[src/sv/ksat_parallel_resampler_assert.svh]
// ============================================================================
// Assertion macros for the k-SAT resampler
// Shared concurrent assertion forms, clocked on clk and disabled in reset.
// ============================================================================
`ifndef KSAT_PARALLEL_RESAMPLER_ASSERT_SVH
`define KSAT_PARALLEL_RESAMPLER_ASSERT_SVH

// Same-cycle implication.
`define KPR_ASSERT_IMP(lbl, ante, cons) \
  lbl: assert property (@(posedge clk) disable iff (!rst_n) (ante) |-> (cons)) \
    else $error("resampler assertion failed");

// Next-cycle implication.
`define KPR_ASSERT_NXT(lbl, ante, cons) \
  lbl: assert property (@(posedge clk) disable iff (!rst_n) (ante) |=> (cons)) \
    else $error("resampler assertion failed");

`endif

[src/sv/kpr_pkg.sv]
`timescale 1ns / 1ps
// ============================================================================
// kpr_pkg
// Shared constants for the k-SAT resampler.
// ============================================================================
package kpr_pkg;
  localparam int LITERALS_DEF      = 3;
  localparam int NUM_VARIABLES_DEF = 1024;
  localparam int CARRIED_LITS      = 3;
  localparam int IDX_W             = 10;
  localparam int CNT_W             = 16;

  localparam logic [1:0] OP_CHECK = 2'd0;
  localparam logic [1:0] OP_END   = 2'd1;
  localparam logic [1:0] OP_WRITE = 2'd2;
  localparam logic [1:0] OP_READ  = 2'd3;
endpackage

[src/sv/kpr_ram.sv]
`timescale 1ns / 1ps
// ============================================================================
// kpr_ram
// Simple dual-port RAM, one write port and one registered read port.
// ============================================================================
module kpr_ram #(
  parameter int WIDTH = 1,
  parameter int DEPTH = 1024,
  parameter int AW    = $clog2(DEPTH)
) (
  input  logic             clk,
  input  logic             we,
  input  logic [AW-1:0]    waddr,
  input  logic [WIDTH-1:0] wdata,
  input  logic [AW-1:0]    raddr,
  output logic [WIDTH-1:0] rdata
);
  logic [WIDTH-1:0] mem [DEPTH];

  always_ff @(posedge clk) begin
    if (we) begin
      mem[waddr] <= wdata;
    end
    rdata <= mem[raddr];
  end
endmodule

[src/sv/ksat_parallel_resampler.sv]
`timescale 1ns / 1ps
// A check examines the literals one by one and, if none is satisfied, resamples each in
// turn; an end of round copies the assignment into the snapshot (sweep, one entry a cycle).
// Throughput: one item at a time; the next beat is taken once the result has
// left or is leaving the output register. Set by the single read port per RAM.
// Reset: synchronous, active low; then a clearing pass zeroes both RAMs,
// during which no beat is accepted.
// ============================================================================
// ksat_parallel_resampler
// Parallel resampling k-SAT core: live assignment and round snapshot in RAM.
// ============================================================================
module ksat_parallel_resampler #(
  parameter int LITERALS      = kpr_pkg::LITERALS_DEF,
  parameter int NUM_VARIABLES = kpr_pkg::NUM_VARIABLES_DEF
) (
  input  logic        clk,
  input  logic        rst_n,
  input  logic        in_tvalid,
  output logic        in_tready,
  // var_index_a[9:0], var_index_b[19:10], var_index_c[29:20], sat_value_a[30],
  // sat_value_b[31], sat_value_c[32], random_bits[35:33], zero fill [39:36]
  input  logic [39:0] in_tdata,
  // op[1:0]
  input  logic [1:0]  in_tuser,
  output logic        out_tvalid,
  input  logic        out_tready,
  // clause_bad[0], round_bad[1], read_bit[2], round_count[18:3], zero fill [23:19]
  output logic [23:0] out_tdata
);
  localparam int AW   = $clog2(NUM_VARIABLES);
  localparam int NLIT = (LITERALS < kpr_pkg::CARRIED_LITS) ? LITERALS : kpr_pkg::CARRIED_LITS;
  localparam int KW   = 2;

  // Sequencer state codes.
  localparam logic [2:0] S_CLR  = 3'd0;
  localparam logic [2:0] S_IDLE = 3'd1;
  localparam logic [2:0] S_RD   = 3'd2;
  localparam logic [2:0] S_EV   = 3'd3;
  localparam logic [2:0] S_RS   = 3'd4;
  localparam logic [2:0] S_CPY  = 3'd5;
  localparam logic [2:0] S_WR   = 3'd6;
  localparam logic [2:0] S_RV   = 3'd7;

  logic [2:0]  state_r, state_nxt;
  logic [AW:0] cnt_r, cnt_nxt;
  logic [KW-1:0] k_r, k_nxt;
  logic        viol_r, viol_nxt;
  logic [kpr_pkg::CNT_W-1:0] rounds_r, rounds_nxt;
  logic        out_valid_r, out_valid_nxt;
  logic [23:0] out_data_r, out_data_nxt;
  logic        pend_r, pend_nxt;
  logic [AW-1:0] pend_addr_r, pend_addr_nxt;

  // Latched item fields.
  logic [kpr_pkg::IDX_W-1:0] idx_r [kpr_pkg::CARRIED_LITS];
  logic [kpr_pkg::CARRIED_LITS-1:0] want_r, rnd_r;

  logic          accept;
  logic [kpr_pkg::CARRIED_LITS-1:0] in_rng;
  logic [AW-1:0] lit_addr [kpr_pkg::CARRIED_LITS];
  logic          asg_we, snp_we, asg_wd, snp_wd, asg_rd, snp_rd;
  logic [AW-1:0] asg_wa, snp_wa, asg_ra, snp_ra;
  logic          snap_bit, hit;
  logic [kpr_pkg::CNT_W-1:0] rounds_inc;

  assign accept     = in_tvalid && in_tready;
  assign in_tready  = (state_r == S_IDLE) && (!out_valid_r || out_tready);
  assign out_tvalid = out_valid_r;
  assign out_tdata  = out_data_r;

  always_comb begin
    for (int i = 0; i < kpr_pkg::CARRIED_LITS; i++) begin
      in_rng[i]   = (32'(idx_r[i]) < NUM_VARIABLES);
      lit_addr[i] = AW'(idx_r[i]);
    end
  end

  always_ff @(posedge clk) begin
    if (accept) begin
      idx_r[0] <= in_tdata[9:0];
      idx_r[1] <= in_tdata[19:10];
      idx_r[2] <= in_tdata[29:20];
      want_r   <= in_tdata[32:30];
      rnd_r    <= in_tdata[35:33];
    end
  end

  // Out-of-range variables read as zero.
  assign snap_bit   = in_rng[k_r] ? snp_rd : 1'b0;
  assign hit        = (snap_bit == want_r[k_r]);
  assign rounds_inc = (viol_r && (rounds_r != {kpr_pkg::CNT_W{1'b1}})) ?
                      rounds_r + 1'b1 : rounds_r;

  always_comb begin
    state_nxt     = state_r;
    cnt_nxt       = cnt_r;
    k_nxt         = k_r;
    viol_nxt      = viol_r;
    rounds_nxt    = rounds_r;
    out_valid_nxt = out_valid_r && !out_tready;
    out_data_nxt  = out_data_r;
    pend_nxt      = 1'b0;
    pend_addr_nxt = cnt_r[AW-1:0];
    asg_we = 1'b0; asg_wa = lit_addr[0]; asg_wd = 1'b0;
    snp_we = 1'b0; snp_wa = lit_addr[0]; snp_wd = 1'b0;
    asg_ra = (state_r == S_CPY) ? cnt_r[AW-1:0] : lit_addr[0];
    snp_ra = lit_addr[k_r];
    // The snapshot copy writes in the cycle after its read.
    if (pend_r) begin
      snp_we = 1'b1;
      snp_wa = pend_addr_r;
      snp_wd = asg_rd;
    end
    case (state_r)
      S_CLR: begin
        asg_we = 1'b1; asg_wa = cnt_r[AW-1:0];
        snp_we = 1'b1; snp_wa = cnt_r[AW-1:0];
        cnt_nxt = cnt_r + 1'b1;
        if (32'(cnt_r) == NUM_VARIABLES - 1) begin
          state_nxt = S_IDLE;
        end
      end
      S_IDLE: begin
        cnt_nxt = '0;
        k_nxt   = '0;
        if (accept) begin
          case (in_tuser)
            kpr_pkg::OP_CHECK: state_nxt = S_RD;
            kpr_pkg::OP_END:   state_nxt = S_CPY;
            kpr_pkg::OP_WRITE: state_nxt = S_WR;
            default:           state_nxt = S_RV;
          endcase
        end
      end
      S_RD: begin
        state_nxt = S_EV;
      end
      S_EV: begin
        if (hit) begin
          out_valid_nxt = 1'b1;
          out_data_nxt  = {5'b0, rounds_r, 3'b000};
          state_nxt     = S_IDLE;
        end else if (32'(k_r) == NLIT - 1) begin
          k_nxt     = '0;
          state_nxt = S_RS;
        end else begin
          k_nxt     = k_r + 1'b1;
          state_nxt = S_RD;
        end
      end
      S_RS: begin
        // Literals are written in order, so a repeated variable keeps the last.
        asg_we = in_rng[k_r];
        asg_wa = lit_addr[k_r];
        asg_wd = rnd_r[k_r];
        if (32'(k_r) == NLIT - 1) begin
          viol_nxt      = 1'b1;
          out_valid_nxt = 1'b1;
          out_data_nxt  = {5'b0, rounds_r, 3'b001};
          state_nxt     = S_IDLE;
        end else begin
          k_nxt = k_r + 1'b1;
        end
      end
      S_CPY: begin
        if (32'(cnt_r) < NUM_VARIABLES) begin
          pend_nxt = 1'b1;
          cnt_nxt  = cnt_r + 1'b1;
        end else begin
          rounds_nxt    = rounds_inc;
          viol_nxt      = 1'b0;
          out_valid_nxt = 1'b1;
          out_data_nxt  = {5'b0, rounds_inc, 1'b0, viol_r, 1'b0};
          state_nxt     = S_IDLE;
        end
      end
      S_WR: begin
        asg_we = in_rng[0]; asg_wd = want_r[0];
        snp_we = in_rng[0]; snp_wd = want_r[0];
        out_valid_nxt = 1'b1;
        out_data_nxt  = {5'b0, rounds_r, 3'b000};
        state_nxt     = S_IDLE;
      end
      S_RV: begin
        // Holds the read address while the registered read data arrives.
        if (k_r == '0) begin
          k_nxt = k_r + 1'b1;
        end else begin
          out_valid_nxt = 1'b1;
          out_data_nxt  = {5'b0, rounds_r, (in_rng[0] & asg_rd), 2'b00};
          state_nxt     = S_IDLE;
        end
      end
      default: state_nxt = S_IDLE;
    endcase
  end

  always_ff @(posedge clk) begin
    if (!rst_n) begin
      state_r     <= S_CLR;
      cnt_r       <= '0;
      k_r         <= '0;
      viol_r      <= 1'b0;
      rounds_r    <= '0;
      out_valid_r <= 1'b0;
      pend_r      <= 1'b0;
    end else begin
      state_r     <= state_nxt;
      cnt_r       <= cnt_nxt;
      k_r         <= k_nxt;
      viol_r      <= viol_nxt;
      rounds_r    <= rounds_nxt;
      out_valid_r <= out_valid_nxt;
      pend_r      <= pend_nxt;
    end
  end

  always_ff @(posedge clk) begin
    out_data_r  <= out_data_nxt;
    pend_addr_r <= pend_addr_nxt;
  end

  kpr_ram #(.WIDTH(1), .DEPTH(NUM_VARIABLES)) u_assign_ram (
    .clk(clk), .we(asg_we), .waddr(asg_wa), .wdata(asg_wd), .raddr(asg_ra), .rdata(asg_rd)
  );

  kpr_ram #(.WIDTH(1), .DEPTH(NUM_VARIABLES)) u_snap_ram (
    .clk(clk), .we(snp_we), .waddr(snp_wa), .wdata(snp_wd), .raddr(snp_ra), .rdata(snp_rd)
  );

`include "ksat_parallel_resampler_assert.svh"

  // An accepted beat always leaves the idle state for its work.
  `KPR_ASSERT_NXT(a_busy_after_accept, accept, state_r != S_IDLE)
  // The round counter never decreases.
  `KPR_ASSERT_NXT(a_rounds_monotonic, 1'b1, rounds_r >= $past(rounds_r))
  // A reported violated clause leaves the round flag set.
  `KPR_ASSERT_IMP(a_bad_sets_flag, out_valid_r && out_data_r[0], viol_r)
  // No beat is taken during the clearing pass.
  `KPR_ASSERT_IMP(a_no_accept_clear, state_r == S_CLR, !in_tready)
endmodule
[config.mk]
export PLATFORM = sky130hd
export DESIGN_NAME = ksat_parallel_resampler
export DESIGN_NICKNAME = d
export VERILOG_FILES = /design/src/sv/kpr_pkg.sv /design/src/sv/kpr_ram.sv /design/src/sv/ksat_parallel_resampler.sv
export VERILOG_INCLUDE_DIRS = /design/src /design/src/sv
export SDC_FILE = /design/constraint.sdc
export NUM_CORES = 2
export LEC_CHECK = 0
export BUFFER_PORTS_ARGS = -buffer_cell sky130_fd_sc_hd__buf_2
export CELL_PAD_IN_SITES_DETAIL_PLACEMENT = 1
export CELL_PAD_IN_SITES_GLOBAL_PLACEMENT = 2
export CORE_MARGIN = 5
export CORE_UTILIZATION = 52
export CTS_BUF_LIST = sky130_fd_sc_hd__clkbuf_4
export DETAILED_ROUTE_END_ITERATION = 6
export MAX_ROUTING_LAYER = met4
export PLACE_DENSITY = 0.95
export SLEW_MARGIN = 5
export SYNTH_ARGS = -nofsm -noshare
export SYNTH_HDL_FRONTEND = slang
export SYNTH_HIERARCHICAL = 1
export SYNTH_SLANG_ARGS = --single-unit
[constraint.sdc]
create_clock -name clk -period 134.8 [get_ports clk]
set_input_delay 13.48 -clock clk [delete_from_list [all_inputs] [get_ports clk]]
set_output_delay 13.48 -clock clk [all_outputs]
set_load 0.05 [all_outputs]
# ---- Word-level counts from Yosys, hierarchy flattened
# Memories as Yosys holds them, arrays and structs flattened. A register that Yosys moved wholly into a read port is not among the register bits.
# Index checks and enable logic that the tools add are counted.
dict set report classes {
  n_addsub 3
  n_lt_le_gt_ge 3
  n_eq_ne 23
  mux 57
  n_bitwise 2
  reduce_logical 22
}
# operator n
set ops {}
lappend ops {{case mux 24 bit (5 select lines)} 1}
lappend ops {{2-to-1 mux 24 bit} 4}
lappend ops {{2-to-1 mux 10 bit} 5}
lappend ops {{case mux 11 bit (3 select lines)} 1}
lappend ops {{case mux 3 bit (8 select lines)} 1}
lappend ops {{2-to-1 mux 1 bit} 21}
lappend ops {{2-to-1 mux 3 bit} 7}
lappend ops {{binary-select mux 10 bit (select 2 bit)} 1}
lappend ops {{case mux 10 bit (2 select lines)} 1}
lappend ops {{!= test 2 bit (second input constant)} 9}
lappend ops {{adder 16 x 1 -> 16 bit (second input constant)} 1}
lappend ops {{2-to-1 mux 16 bit} 1}
lappend ops {{!= test 16 bit (second input constant)} 1}
lappend ops {{equality test 3 bit (second input constant)} 4}
lappend ops {{adder 11 x 1 -> 11 bit (second input constant)} 1}
lappend ops {{equality test 11 x 10 -> 1 bit (second input constant)} 1}
lappend ops {{< comparator 11 bit (second input constant)} 1}
lappend ops {{2-to-1 mux 11 bit} 1}
lappend ops {{AND reduction 5 bit} 2}
lappend ops {{case mux 3 bit (3 select lines)} 1}
lappend ops {{2-to-1 mux 2 bit} 4}
lappend ops {{case mux 2 bit (4 select lines)} 1}
lappend ops {{binary-select mux 1 bit (select 2 bit)} 3}
lappend ops {{equality test 3 x 2 -> 1 bit (second input constant)} 2}
lappend ops {{25 further kinds} 35}
dict set report word_totals {
  ff_bits 75
  ramBits 2078
  in_bits 46
  out_inout_bits 26
  wordCells 124
  n_memories 3
}
# memory depth width read_ports rd_ports_with_merged_regs write_ports line_no
set mem_list {}
lappend mem_list {u_assign_ram.mem 1024 1 1 1 1 kpr_ram.sv:18} ;# logic [WIDTH-1:0] mem [DEPTH];
lappend mem_list {u_snap_ram.mem 1024 1 1 1 1 kpr_ram.sv:18}
lappend mem_list {idx_r 3 10 3 0 3 ksat_parallel_resampler.sv:55} ;# logic [kpr_pkg::IDX_W-1:0] idx_r [kpr_pkg::CARRIED_LITS];

# ---- Depth between registers and ports, before layout
dict set report depth {
  ltp_word 6
  ltp_mapped 21
  depth_no_buf 11
}

# ---- Modules after synthesis
# Netlist, hierarchy kept.
# mod instances cells_per_inst area_each_um2 seq_area_each_um2
set modules_own_cells {}
lappend modules_own_cells {kpr_ram 2 3112 44656.6 30769.5}
lappend modules_own_cells {ksat_parallel_resampler 1 510 4963.5 2552.4}

# ---- Worst setup path after synthesis
# Ideal clock, no wire load.
dict set report synth_path {
  path_kind {register -> register}
  start {reg state_r[1]}
  end {mem u_snap_ram.mem[0], data pin}
  setup_time_ps 8133
  arrival_ps 40446
  required_ps 126667
  slack_ps 86221
  stages_incl_launch_ff 5
  n_path_buf 2
  period_less_slack_ps 48579
  cell_sequence {dfxtp_1 clkbuf_1 buf_1 nand2_1 o21ai_0}
}
dict set report synth_via {
  elab_chain_cells 2
}
# element line_no
set synth_lines {}
lappend synth_lines {{start: declaration} ksat_parallel_resampler.sv:44} ;# logic [2:0] state_r, state_nxt;
lappend synth_lines {{start signal: assignment} ksat_parallel_resampler.sv:208} ;# state_r <= state_nxt;
lappend synth_lines {{equality test 3 bit} ksat_parallel_resampler.sv:114} ;# case (state_r)
lappend synth_lines {{2-to-1 mux 1 bit} ksat_parallel_resampler.sv:114}
lappend synth_lines {{named net snp_wd} ksat_parallel_resampler.sv:61} ;# logic asg_we, snp_we, asg_wd, snp_wd, asg_rd, snp_rd;
lappend synth_lines {{end: declaration} kpr_ram.sv:18}
# The timed path passes the listed nets, and every way through them passes these cells.

# ---- Final worst setup path
dict set report layout_path {
  start {in out_tready}
  end {out in_tready}
}
dict set report layout_via {
  elab_chain_cells 2
}
# element line_no
set layout_lines {}
lappend layout_lines {{start: declaration} ksat_parallel_resampler.sv:26} ;# input logic out_tready,
lappend layout_lines {{logical OR 1 bit} ksat_parallel_resampler.sv:67} ;# assign in_tready = (state_r == S_IDLE) && (!out_valid_r || out_tready);
lappend layout_lines {{logical AND 1 bit} ksat_parallel_resampler.sv:67}
lappend layout_lines {{end: declaration} ksat_parallel_resampler.sv:19} ;# output logic in_tready,
# No other way between the ends.

==> impl_metrics.yaml <==
route:
  wl_met3_mm: 35.6
  drt_wl_total_mm: 290
  wl_per_cell_um: 30.1
  vias: 62172
  routed.top_layer: "met4"
  met1Wirelength_mm: 103
  dr.pass1.iters: 6
  detail_route.vias_per_cell: 6.44
  drt-initial-drc-count: 8738
  drcViolationCount: 0
  wl_met2_mm: 139
  ant_nets: 0
global_routing:
  track_usage_pct: 31.1
  antenna_found_initial: 14
  grt-ovfl-total: 0
  grt_max_degree: 317
  grt_pass1_vias: 66037
  grt_pass1_wl_mm: 427
sta:
  slew_headroom_pct: 9.62
  setup_violations: 0
  rsz0062_at_grt: "false"
  final.min_clock_period_ns: 27.70
  slew_violations: 0
  final.setup.tns_ns: 0
  min_period_over_period_pct: 20.5
  clock_skew_ns: 0.132
  setup_slack_ns: 107.10
  finalHoldViolCount: 0
  max_freq_ghz: 0.0361
  worst_pin_slew_ns: 1.36
die:
  core-area_sq_mm: 0.181
  die_w_um: 436
  rows: 156
  boundaryPins: 72
  die_area_sq_mm: 0.190
  die_h_um: 436
  start_util_pct: 52.2
logic_synthesis:
  synth_xor_area_share_pct: 0.232
  synthCells: 6734
  yosys.area_share.simple_pct: 11.7
  yosysUniqueCellTypes: 74
  synth_compound_area_share_pct: 3.26
  synthMuxAreaShare_pct: 13.4
  netlist_area_sq_mm: 0.0943
  synth_top_family_by_area: "multiplexers"
  synth_fa_ha_area_share_pct: 0.0929
  yosysSeqAreaShare_pct: 68.0
  syn_avg_cell_area_sq_um: 14.0
  ys.flop_type: "edfxtp_1"
  synth_edf_count: 2103
  yosysWarnings: 6
  synth_seq_cells: 2150
  async_flop_share_pct: 0
clock_tree:
  clk_latency_ns: 1.36
  cts_max_path_buffers: 4
  clk_pin_slew_worst_paths_ns: 0.07
  cts_resized: 0
  hold_buffers: 0
  clockRootBuffer: "clkbuf_4"
  cts_tree: "built"
  postCtsSetupRepairBufs: 0
  numClockSinks: 2150
  cts_made_buffers: 575
  htreeDepth: 6
worst_setup_path:
  crit_required_ns: 121.32
  endpoint_kind: "output pin"
  crit_top_cell: "buf_2"
  crit_path_top_delay_cell: "nand2b_1"
  critPathLaunchType: "primary input"
  crit_type: "primary input to output pin"
  cp_cell_sequence: "buf_2 -> nand2b_1 -> and2_1 -> buf_2"
  cp_data_arrival_time_ns: 14.22
  worstPathMaxFanout: 4
  cpPeakStageDelay_ns: 0.23
cells_and_area:
  n_fill_cell: 17290
  seq_area_sq_mm: 0.0641
  syn_to_final_growth_pct: 9.52
  finalNetCount: 6956
  multiInputGateArea_sq_mm: 0.0275
  drive_gt1_share_pct: 22.1
flow_run:
  drv_cap: 0
outcome:
  status: "finished, final reports clean"
pwr:
  p_per_area_mw_per_mm2: 12.7
  p_leak_nw: 33.5
  irDropWorstVdd_mv: 0.00949
placed_design:
  port_buffers: 62
  pre_cts_ws_ns: 107.11
  dp_hpwl_mm: 160
  gp_congestion: 0.819
min_path:
  hp-class: "register to register"
==> flip-flops by register name, indices dropped and copies added (netlist names) <==
register / cells
u_snap_ram/mem: 1024
out_tvalid: 1
rnd_r: 3
u_snap_ram/rdata: 1
out_tdata: 19
rounds_r: 16
u_assign_ram/mem: 1024
want_r: 3
u_assign_ram/rdata: 1
k_r: 2
pend_r: 1
cnt_r: 11
viol_r: 1
idx_r: 30
pend_addr_r: 10
state_r: 3
==> cells in the mapped netlist, drive strengths merged, types with 36 or more instances <==
master,n,share of area [%]
edfxtp,2103,67
o221ai,99,0.92
nor2,2115,8.4
mux4,428,10
mux2i,280,3.0
o22ai,59,0.39
nor3,83,0.45
nand3,86,0.46
a21oi,100,0.53
nand2,254,1.0
o21ai,59,0.31
dfxtp,47,1.0
clkbuf,397,1.6
buf,244,1.6
a22oi,36,0.29
==> stage by stage <==
step | hold slack (ns) | std cells | total power [mW] | utilization, % | cell area (sq um)
after CTS | 0.441 | 9630 | 1.32 | 57.2 | 103000
after detailed placement | 0.435 | 8696 | 0.749 | 53.3 | 96300
final | 0.439 | 9647 | 1.31 | 57.2 | 103000
after global placement | 0.434 | 8696 | 0.748 | 53.3 | 96300
after global routing | 0.462 | 9647 | 1.36 | 57.2 | 103000
after floorplan | 0.329 | 6738 | 0.742 | - | 94300
==> routing by layer <==
metal / GRT usage (%) / vias to the layer above
met1: 39.0 / 31721
met2: 48.4 / 4118
met4: 13.8 / 0
li1: - / 25417
met5: - / -
met3: 7.81 / 916
==> layout by cell type, fill, tap and decap left out, drive strengths merged, types with 19 or more instances in the layout <==
cell / instances
a21oi: 100
nor3: 83
inv: 34
dfxtp: 47
o22ai: 59
edfxtp: 2103
nor2: 2115
mux4: 428
buf: 229
clkinv: 80
o221ai: 99
o21ai: 59
clkbuf: 830
a22oi: 36
nand3: 86
nand2: 254
mux2i: 280
nor2b: 27
and2: 21
nand4: 27
nand2b: 19
==> worst max-delay path, delay by kind of cell <==
family | cells | cell delay [ns]
buffers and inverters | 2 | 0.31
AND/OR/NAND/NOR | 2 | 0.43
==> final timing paths <==
| path | from | end | slack, ns | depth (start not counted) |
|---|---|---|---|---|
| worst max-delay path | out_tready | in_tready | 107.10 | 4 |
| worst min-delay path | cnt_r[3]$_SDFFE_PN0P_ | pend_addr_r[3]$_DFF_P_ | 0.44 | 0 |
| worst max register to register | k_r[1]$_SDFFE_PN0P_ | u_snap_ram/rdata$_DFF_P_ | 127.11 | 14 |
| worst min register to register | cnt_r[3]$_SDFFE_PN0P_ | pend_addr_r[3]$_DFF_P_ | 0.44 | 0 |
==> cell families (layout without fill, tap and decap cells) <==
logic type | Yosys count | count (layout)
and+or+nand+nor | 2725 | 2725
DFF | 2150 | 2150
muxes | 716 | 716
buffers and inverters | 663 | 1185
AOI/OAI and AO/OA | 447 | 447
xor gates and xnor gates | 25 | 25
adders and majority gates | 7 | 7
other | 1 | 22
==> power breakdown <==
part	internal (mW)	total (mW)	leakage (nW)	switching [mW]
clock	0.301	0.573	4.18	0.272
combinational	0.00205	0.0123	8.28	0.0102
sequential	0.722	0.723	21.1	0.000250
total	1.03	1.31	33.5	0.282
==> layout make-up <==
type / instances / area share [%]
Clock inverter: 104 / 0.677
Clock buffer: 830 / 6.03
Timing Repair Buffer: 229 / 1.56
Inverter: 22 / 0.0800
Antenna cell: 17 / 0.0412
Tap cell: 2370 / 2.87
Multi-Input combinational cell: 3925 / 26.7
Sequential cell: 2150 / 62.1
Power figures use the tool's default switching activity.
